--- src/bcd_pkg.sv ---
package bcd_pkg;

    localparam int unsigned Q_DEPTH = 2;
    localparam int unsigned Q_AW    = 1;

    localparam logic [7:0] MAGIC_H     = 8'h48;
    localparam logic [7:0] MAGIC_F     = 8'h46;
    localparam logic [7:0] FOOTER_BYTE = 8'h58;

    localparam logic [7:0] VERSION_RESET = 8'd1;

    typedef enum logic [2:0] {
        PH_HDR      = 3'd0,
        PH_HDR_BAD  = 3'd1,
        PH_TSIZE    = 3'd2,
        PH_MSIZE    = 3'd3,
        PH_CONTENT  = 3'd4,
        PH_FOOT     = 3'd5,
        PH_FOOT_BAD = 3'd6
    } t_phase;

    typedef enum logic [2:0] {
        ST_BUSY    = 3'd0,
        ST_CONTENT = 3'd1,
        ST_DONE    = 3'd2,
        ST_EOF     = 3'd3,
        ST_HEADER  = 3'd4,
        ST_VERSION = 3'd5,
        ST_FOOTER  = 3'd6
    } t_status;

    // classified input item
    typedef struct packed {
        logic [7:0] data;
        logic       stream_end;
        logic       is_h;
        logic       is_f;
        logic       is_x;
    } t_item;

endpackage

--- src/bcd_front.sv ---
module bcd_front (
    input  logic          i_clk,
    input  logic          i_rst_n,
    input  logic          i_in_valid,
    output logic          o_in_stall,
    input  logic [7:0]    i_data_byte,
    input  logic          i_stream_end,
    output logic          o_q_valid,
    output bcd_pkg::t_item o_q_item,
    input  logic          i_pop
);
    import bcd_pkg::*;

    t_item             r_mem [Q_DEPTH];
    logic [Q_AW-1:0]   r_wr_ptr;
    logic [Q_AW-1:0]   r_rd_ptr;
    logic [Q_AW:0]     r_count;
    logic [Q_AW:0]     n_count;
    logic              push;
    logic              pop;
    t_item             item;

    always_comb begin
        item.data       = i_data_byte;
        item.stream_end = i_stream_end;
        item.is_h       = (i_data_byte == MAGIC_H);
        item.is_f       = (i_data_byte == MAGIC_F);
        item.is_x       = (i_data_byte == FOOTER_BYTE);
    end

    assign o_in_stall = (r_count == (Q_AW+1)'(Q_DEPTH));
    assign push       = i_in_valid && !o_in_stall;
    assign o_q_valid  = (r_count != '0);
    assign pop        = i_pop && o_q_valid;
    assign o_q_item   = r_mem[r_rd_ptr];

    always_comb begin
        n_count = r_count;
        if (push && !pop) begin
            n_count = r_count + 1'b1;
        end else if (pop && !push) begin
            n_count = r_count - 1'b1;
        end
    end

    always_ff @(posedge i_clk) begin
        if (push) begin
            r_mem[r_wr_ptr] <= item;
        end
    end

    always_ff @(posedge i_clk) begin
        if (!i_rst_n) begin
            r_wr_ptr <= '0;
            r_rd_ptr <= '0;
            r_count  <= '0;
        end else begin
            if (push) begin
                r_wr_ptr <= r_wr_ptr + 1'b1;
            end
            if (pop) begin
                r_rd_ptr <= r_rd_ptr + 1'b1;
            end
            r_count <= n_count;
        end
    end

    a_count_range: assert property (@(posedge i_clk) disable iff (!i_rst_n)
        r_count <= (Q_AW+1)'(Q_DEPTH))
        else $error("queue count out of range");

    a_no_pop_empty: assert property (@(posedge i_clk) disable iff (!i_rst_n)
        i_pop |-> r_count != '0)
        else $error("pop from empty queue");

    a_ptr_gap: assert property (@(posedge i_clk) disable iff (!i_rst_n)
        (r_count == '0 || r_count == (Q_AW+1)'(Q_DEPTH)) |-> r_wr_ptr == r_rd_ptr)
        else $error("queue pointers disagree with count");

endmodule

--- src/bcd_back.sv ---
module bcd_back (
    input  logic           i_clk,
    input  logic           i_rst_n,
    input  logic [7:0]     i_version,
    input  logic           i_q_valid,
    input  bcd_pkg::t_item i_q_item,
    output logic           o_pop,
    output logic           o_out_valid,
    input  logic           i_out_stall,
    output logic [2:0]     o_status,
    output logic [7:0]     o_tree_bits,
    output logic [3:0]     o_tree_bit_count,
    output logic [7:0]     o_message_bits,
    output logic [3:0]     o_message_bit_count,
    output logic [15:0]    o_tree_size_out,
    output logic [31:0]    o_message_size_out
);
    import bcd_pkg::*;

    t_phase      r_phase,     n_phase;
    logic [1:0]  r_pos,       n_pos;
    logic [15:0] r_tree_len,  n_tree_len;
    logic [31:0] r_msg_len,   n_msg_len;
    logic [15:0] r_tree_left, n_tree_left;
    logic [31:0] r_msg_left,  n_msg_left;

    logic        r_out_valid;
    t_status     r_status,    n_status;
    logic [7:0]  r_tbits,     n_tbits;
    logic [3:0]  r_tcnt,      n_tcnt;
    logic [7:0]  r_mbits,     n_mbits;
    logic [3:0]  r_mcnt,      n_mcnt;

    logic [3:0]  c_tcnt;
    logic [3:0]  c_mroom;
    logic [3:0]  c_mcnt;
    logic [7:0]  c_shifted;
    logic [15:0] c_tree_left;
    logic [31:0] c_msg_left;
    logic        magic_hit;
    t_item       it;

    assign it    = i_q_item;
    assign o_pop = i_q_valid && (!r_out_valid || !i_out_stall);

    // content split
    always_comb begin
        c_tcnt      = (r_tree_left < 16'd8) ? r_tree_left[3:0] : 4'd8;
        c_mroom     = 4'd8 - c_tcnt;
        c_mcnt      = (r_msg_left < {28'd0, c_mroom}) ? r_msg_left[3:0] : c_mroom;
        c_shifted   = it.data << c_tcnt;
        c_tree_left = r_tree_left - {12'd0, c_tcnt};
        c_msg_left  = r_msg_left - {28'd0, c_mcnt};
        magic_hit   = (r_pos == 2'd0) ? it.is_h : it.is_f;
    end

    always_comb begin
        n_phase     = r_phase;
        n_pos       = r_pos;
        n_tree_len  = r_tree_len;
        n_msg_len   = r_msg_len;
        n_tree_left = r_tree_left;
        n_msg_left  = r_msg_left;
        n_status    = ST_BUSY;
        n_tbits     = '0;
        n_tcnt      = '0;
        n_mbits     = '0;
        n_mcnt      = '0;
        if (it.stream_end) begin
            n_status = ST_EOF;
            n_phase  = PH_HDR;
            n_pos    = '0;
        end else begin
            unique case (r_phase)
                PH_HDR, PH_HDR_BAD: begin
                    if (r_pos != 2'd3) begin
                        if (!magic_hit) begin
                            n_phase = PH_HDR_BAD;
                        end
                        n_pos = r_pos + 2'd1;
                    end else if (r_phase == PH_HDR_BAD) begin
                        n_status = ST_HEADER;
                        n_phase  = PH_HDR;
                        n_pos    = '0;
                    end else if (it.data != i_version) begin
                        n_status = ST_VERSION;
                        n_phase  = PH_HDR;
                        n_pos    = '0;
                    end else begin
                        n_tree_len = '0;
                        n_msg_len  = '0;
                        n_phase    = PH_TSIZE;
                        n_pos      = '0;
                    end
                end
                PH_TSIZE: begin
                    if (r_pos[0]) begin
                        n_tree_len[15:8] = r_tree_len[15:8] | it.data;
                        n_phase          = PH_MSIZE;
                        n_pos            = '0;
                    end else begin
                        n_tree_len[7:0] = r_tree_len[7:0] | it.data;
                        n_pos           = 2'd1;
                    end
                end
                PH_MSIZE: begin
                    unique case (r_pos)
                        2'd0: n_msg_len[7:0]   = r_msg_len[7:0]   | it.data;
                        2'd1: n_msg_len[15:8]  = r_msg_len[15:8]  | it.data;
                        2'd2: n_msg_len[23:16] = r_msg_len[23:16] | it.data;
                        default: n_msg_len[31:24] = r_msg_len[31:24] | it.data;
                    endcase
                    if (r_pos == 2'd3) begin
                        n_tree_left = r_tree_len;
                        n_msg_left  = n_msg_len;
                        n_pos       = '0;
                        n_phase     = (r_tree_len == '0 && n_msg_len == '0)
                                      ? PH_FOOT : PH_CONTENT;
                    end else begin
                        n_pos = r_pos + 2'd1;
                    end
                end
                PH_CONTENT: begin
                    n_status    = ST_CONTENT;
                    n_tcnt      = c_tcnt;
                    n_mcnt      = c_mcnt;
                    n_tbits     = it.data & (8'hFF << (4'd8 - c_tcnt));
                    n_mbits     = c_shifted & (8'hFF << (4'd8 - c_mcnt));
                    n_tree_left = c_tree_left;
                    n_msg_left  = c_msg_left;
                    if (c_tree_left == '0 && c_msg_left == '0) begin
                        n_phase = PH_FOOT;
                        n_pos   = '0;
                    end
                end
                PH_FOOT, PH_FOOT_BAD: begin
                    if (r_pos == 2'd0) begin
                        if (!it.is_x) begin
                            n_phase = PH_FOOT_BAD;
                        end
                        n_pos = 2'd1;
                    end else begin
                        n_status = (r_phase == PH_FOOT_BAD || !it.is_x)
                                   ? ST_FOOTER : ST_DONE;
                        n_phase  = PH_HDR;
                        n_pos    = '0;
                    end
                end
                default: begin
                    n_phase = PH_HDR;
                    n_pos   = '0;
                end
            endcase
        end
    end

    always_ff @(posedge i_clk) begin
        if (!i_rst_n) begin
            r_phase     <= PH_HDR;
            r_pos       <= '0;
            r_tree_len  <= '0;
            r_msg_len   <= '0;
            r_tree_left <= '0;
            r_msg_left  <= '0;
            r_out_valid <= 1'b0;
        end else begin
            if (o_pop) begin
                r_phase     <= n_phase;
                r_pos       <= n_pos;
                r_tree_len  <= n_tree_len;
                r_msg_len   <= n_msg_len;
                r_tree_left <= n_tree_left;
                r_msg_left  <= n_msg_left;
                r_out_valid <= 1'b1;
            end else if (!i_out_stall) begin
                r_out_valid <= 1'b0;
            end
        end
    end

    always_ff @(posedge i_clk) begin
        if (o_pop) begin
            r_status <= n_status;
            r_tbits  <= n_tbits;
            r_tcnt   <= n_tcnt;
            r_mbits  <= n_mbits;
            r_mcnt   <= n_mcnt;
        end
    end

    assign o_out_valid         = r_out_valid;
    assign o_status            = r_status;
    assign o_tree_bits         = r_tbits;
    assign o_tree_bit_count    = r_tcnt;
    assign o_message_bits      = r_mbits;
    assign o_message_bit_count = r_mcnt;
    assign o_tree_size_out     = r_tree_len;
    assign o_message_size_out  = r_msg_len;

    a_content_nonempty: assert property (@(posedge i_clk) disable iff (!i_rst_n)
        r_phase == PH_CONTENT |-> (r_tree_left != '0 || r_msg_left != '0))
        else $error("content phase with nothing left");

    a_split_width: assert property (@(posedge i_clk) disable iff (!i_rst_n)
        (r_out_valid && r_status == ST_CONTENT) |->
            ({1'b0, r_tcnt} + {1'b0, r_mcnt}) <= 5'd8)
        else $error("split exceeds one byte");

    a_quiet_fields: assert property (@(posedge i_clk) disable iff (!i_rst_n)
        (r_out_valid && r_status != ST_CONTENT) |->
            (r_tcnt == '0 && r_mcnt == '0 && r_tbits == '0 && r_mbits == '0))
        else $error("bit fields set on non-content item");

    a_tree_first: assert property (@(posedge i_clk) disable iff (!i_rst_n)
        (r_out_valid && r_status == ST_CONTENT && r_mcnt != '0 && r_tcnt != '0)
            |-> (r_tcnt + r_mcnt) <= 4'd8)
        else $error("tree and message split overlap");

endmodule

--- src/bit_container_deframer.sv ---
// channel | direction | handshake               | payload
// in      | input     | i_in_valid / o_in_stall | i_data_byte, i_stream_end
// out     | output    | o_out_valid / i_out_stall | o_status, o_tree_bits,
//         |           |                         | o_tree_bit_count, o_message_bits,
//         |           |                         | o_message_bit_count, o_tree_size_out,
//         |           |                         | o_message_size_out
// cfg     | input     | i_cfg_valid / o_cfg_ready | i_cfg_data (expected version)
//
// One item per cycle sustained while the output is not stalled; each accepted item passes
// through the two-entry input queue and then the output register.
// The per-byte parser state update is the registered loop that sets this rate.
// Reset is synchronous, active low; it empties the queue and sets the version to 1.
// A stalled output holds its item; the queue keeps taking input until both entries are full.
module bit_container_deframer (
    input  logic        i_clk,
    input  logic        i_rst_n,
    input  logic        i_in_valid,
    output logic        o_in_stall,
    input  logic [7:0]  i_data_byte,
    input  logic        i_stream_end,
    output logic        o_out_valid,
    input  logic        i_out_stall,
    output logic [2:0]  o_status,
    output logic [7:0]  o_tree_bits,
    output logic [3:0]  o_tree_bit_count,
    output logic [7:0]  o_message_bits,
    output logic [3:0]  o_message_bit_count,
    output logic [15:0] o_tree_size_out,
    output logic [31:0] o_message_size_out,
    input  logic        i_cfg_valid,
    output logic        o_cfg_ready,
    input  logic [7:0]  i_cfg_data
);
    import bcd_pkg::*;

    logic [7:0] r_version;
    logic       q_valid;
    t_item      q_item;
    logic       pop;

    assign o_cfg_ready = 1'b1;

    always_ff @(posedge i_clk) begin
        if (!i_rst_n) begin
            r_version <= VERSION_RESET;
        end else if (i_cfg_valid && o_cfg_ready) begin
            r_version <= i_cfg_data;
        end
    end

    bcd_front u_front (
        .i_clk        (i_clk),
        .i_rst_n      (i_rst_n),
        .i_in_valid   (i_in_valid),
        .o_in_stall   (o_in_stall),
        .i_data_byte  (i_data_byte),
        .i_stream_end (i_stream_end),
        .o_q_valid    (q_valid),
        .o_q_item     (q_item),
        .i_pop        (pop)
    );

    bcd_back u_back (
        .i_clk               (i_clk),
        .i_rst_n             (i_rst_n),
        .i_version           (r_version),
        .i_q_valid           (q_valid),
        .i_q_item            (q_item),
        .o_pop               (pop),
        .o_out_valid         (o_out_valid),
        .i_out_stall         (i_out_stall),
        .o_status            (o_status),
        .o_tree_bits         (o_tree_bits),
        .o_tree_bit_count    (o_tree_bit_count),
        .o_message_bits      (o_message_bits),
        .o_message_bit_count (o_message_bit_count),
        .o_tree_size_out     (o_tree_size_out),
        .o_message_size_out  (o_message_size_out)
    );

endmodule

--- config.mk ---
export PLATFORM = sky130hd
export DESIGN_NAME = bit_container_deframer
export DESIGN_NICKNAME = d
export VERILOG_FILES = /design/src/bcd_pkg.sv /design/src/bcd_front.sv /design/src/bcd_back.sv /design/src/bit_container_deframer.sv
export SDC_FILE = /design/constraint.sdc
export NUM_CORES = 1
export LEC_CHECK = 0
export BUFFER_PORTS_ARGS = -buffer_cell sky130_fd_sc_hd__buf_2
export CORE_ASPECT_RATIO = 1.25
export CORE_MARGIN = 2
export CORE_UTILIZATION = 35
export DETAILED_ROUTE_END_ITERATION = 7
export PLACE_DENSITY = 0.62
export SETUP_SLACK_MARGIN = 0.15
export SLEW_MARGIN = 20
export SYNTH_ARGS = -nofsm -noshare
export SYNTH_HDL_FRONTEND = slang
export SYNTH_HIERARCHICAL = 1
export SYNTH_SLANG_ARGS = --single-unit
--- constraint.sdc ---
create_clock -name i_clk -period 14.3 [get_ports i_clk]
set_input_delay 2.86 -clock i_clk [delete_from_list [all_inputs] [get_ports i_clk]]
set_output_delay 2.86 -clock i_clk [all_outputs]
set_load 0.03 [all_outputs]
==> flow_summary.toml <==
[run_status]
status = "completed"

[routing]
drc = 0
detail_route.wirelength_um = 29800
viasPerCell = 5.74
dr.first_iter.drc_count = 960
drt_pass1_iterations = 6
postRouteAntennaNets = 0
vias = 8459
wire_per_inst_um = 20.2

[critical_path]
r2r_slack_ns = 6.20
worst-path-max-fanout = 17
r2r-start = "u_back/r_tree_left[8]$_SDFFE_PN0P_"
worstSetupStartpointType = "flop"
critPathKind = "reg -> reg"
ff2ff_path_depth = 25
end_kind = "flop"
r2r-end = "u_back/r_phase[2]$_SDFFE_PN0P_"
arrival_ns = 8.47
crit_required_ns = 14.67

[clocking]
cts.reportedPaths.clkPinSlew_ns = 0.07
postCtsSetupBuffers = 0
tritoncts = "built"
ctsHoldBuffers = 0
cts_buffer_depth = 2
cts_root_buffer = "clkbuf_16"
ctsResizeCount = 0
cts_max_level = 4
clock_sinks = 166
cts_buffers = 17
insertion_delay_ns = 0.44

[placement]
place_hpwl_um = 21100
port_buffers = 98
place.gp.congestion = 0.950

[logic_synthesis]
seq_area_frac_synth = 0.419
synth_nets = 1108
ys_warn_count = 6
async_reset_ff_frac = 0
synth_edf_count = 51
netlist_instances = 1069
synth_cell_types = 79
syn_area_mm2 = 0.00915
avgSynthCellArea_um2 = 8.56
synth_seq_cells = 166
ys.flop_type = "dfxtp_1"

[timing]
hold-worst-slack_ns = 0.500
min_period_ns = 8.10
rsz0062_at_grt = "no"
hold_violations = 0
final.period_utilization = 0.566
fmax_ghz = 0.123
tightest_slew_ns = 1.07
setup_tns_ns = 0
fin_skew_ns = 0.00742
slew_viol_final = 0
slew_headroom = 0.284
finalSetupViolCount = 0

[run]
cap_violations = 0

[cells_and_area]
drive_above_1_share = 0.155
nets = 1159
antenna_cells = 0
final_common_cell = "a21oi_1"
nFillCells = 2562
final_cell_mix = "a21oi_1, dfxtp_1, nor2_1, buf_2, nand2_1"
synthToLayoutAreaGrowth_pct = 14.1
utilization = 0.404

[global_routing]
antenna_found_initial = 0
grt_usage = 0.215
grt_pass1_vias = 8030
grt_pass1_wl_um = 45800
grt_max_degree = 70
grt_overflow = 0

[power]
vdd_drop_max_v = 0.000106
power_density_mw_per_mm2 = 131
p_leak_uw = 0.00416

[floorplanning]
core-area_mm2 = 0.0258
die_h_um = 185
ios = 100
initial_utilization = 0.354
rows = 66
die_area_mm2 = 0.0275
die_w_um = 149

[min_path]
hp-start = "r_version[0]$_SDFFE_PN1P_"
hold_depth = 2
hold_path_end = "r_version[0]$_SDFFE_PN1P_"
hold_path_class = "reg -> reg"
==> Yosys cell counts, drive strengths merged, types with 12 or more instances <==
library cell | n | area (um2)
nor3 | 36 | 185
xnor2 | 18 | 158
inv | 24 | 90.1
and2 | 18 | 113
nor2 | 107 | 418
nor2b | 20 | 125
ha | 17 | 213
or4 | 15 | 124
dfxtp | 115 | 2300
mux2 | 13 | 146
a21oi | 131 | 671
xor2 | 23 | 201
o21ai | 71 | 367
nand2 | 96 | 360
o211ai | 12 | 90.1
clkbuf | 64 | 240
nand4 | 12 | 75.1
nand3 | 15 | 75.1
edfxtp | 51 | 1530
nor4 | 23 | 144
mux2i | 27 | 270
==> worst max-delay path, cell delays in order (launching register included) <==
cell,delay [ns]
dfxtp_1,0.34
or3_1,0.49
or4_4,0.65
nor2_1,0.53
clkinv_1,0.43
ha_1,0.31
inv_1,0.06
ha_1,0.41
a21oi_1,0.30
o21ai_0,0.12
a211o_1,0.35
o21ai_4,0.10
and2_1,0.23
nor2_1,0.06
a21o_1,0.19
ha_1,0.28
or4_1,0.59
nor2_1,0.11
a21oi_1,0.09
a31oi_1,0.44
nor3_1,0.10
or4b_1,0.52
a221o_1,0.33
or4_4,0.56
a21oi_4,0.23
mux2i_1,0.20
==> logic make-up after synthesis <==
family / Yosys count / synth area share
and+or+nand+nor: 390 / 0.215
DFF: 166 / 0.419
adders and majority gates: 21 / 0.0276
muxes: 41 / 0.0480
buffers and inverters: 99 / 0.0431
xor gates and xnor gates: 41 / 0.0393
AOI/OAI and AO/OA: 309 / 0.207
other: 2 / 0.000821
==> stage by stage <==
step	power, uW	instances	worst slack [ns]	area, um2
finish	1370	1473	6.20	10400
global placement	913	1441	6.56	9840
detailed placement	914	1441	6.30	9840
floorplan	805	1069	7.26	9150
CTS	1380	1473	6.27	10400
global route	1430	1473	5.79	10400
==> sequential cells by signal (all words and copies together) (netlist names), named ones only <==
| signal | cells |
|---|---|
| u_front/r_mem | 24 |
| u_back/r_pos | 2 |
| u_back/o_message_bit_count | 4 |
| u_front/r_count | 2 |
| u_back/o_status | 3 |
| r_version | 8 |
| u_front/r_wr_ptr | 1 |
| u_back/o_out_valid | 1 |
| u_back/o_tree_bits | 8 |
| u_back/o_message_size_out | 32 |
| u_back/o_tree_bit_count | 4 |
| u_back/r_tree_left | 16 |
| u_back/o_message_bits | 8 |
| u_back/r_phase | 3 |
| u_front/r_rd_ptr | 1 |
| u_back/r_msg_left | 32 |
| u_back/o_tree_size_out | 16 |
==> worst max path at each step <==
stage	endpoint	cells after the start	start	slack, ns
2_1_floorplan	u_back/r_phase[0]$_SDFFE_PN0P_	27	u_back/r_tree_left[8]$_SDFFE_PN0P_	7.26
3_3_place_gp	u_back/r_phase[0]$_SDFFE_PN0P_	25	u_back/r_tree_left[8]$_SDFFE_PN0P_	6.56
3_5_place_dp	u_back/r_phase[2]$_SDFFE_PN0P_	25	u_back/r_tree_left[8]$_SDFFE_PN0P_	6.30
4_1_cts	u_back/r_phase[2]$_SDFFE_PN0P_	25	u_back/r_tree_left[8]$_SDFFE_PN0P_	6.27
5_1_grt	u_back/r_phase[2]$_SDFFE_PN0P_	25	u_back/r_tree_left[8]$_SDFFE_PN0P_	5.79
6_report	u_back/r_phase[2]$_SDFFE_PN0P_	25	u_back/r_tree_left[8]$_SDFFE_PN0P_	6.20
==> per-layer routing <==
layer | GRT usage | wire (um) | vias up
li1 | - | - | 3988
met1 | 0.262 | 12100 | 4046
met2 | 0.371 | 15000 | 346
met3 | 0.0332 | 1500 | 79
met4 | 0.104 | 1240 | 0
met5 | 0 | 0 | -
==> report_power, final <==
part	internal (uW)	total, uW	switching, uW
Clock	262	466	204
Combinational	92.6	336	244
Sequential	543	570	26.6
==> cell type report <==
class / count / area, um2 / area share
Clock buffer: 17 / 425 / 0.0408
Timing Repair Buffer: 106 / 551 / 0.0527
Clock inverter: 15 / 170 / 0.0163
Multi-Input combinational cell: 804 / 4940 / 0.473
Sequential cell: 166 / 3830 / 0.367
Inverter: 25 / 93.8 / 0.00899
Tap cell: 340 / 425 / 0.0408
No activity file was read; power rests on OpenSTA's default activity.
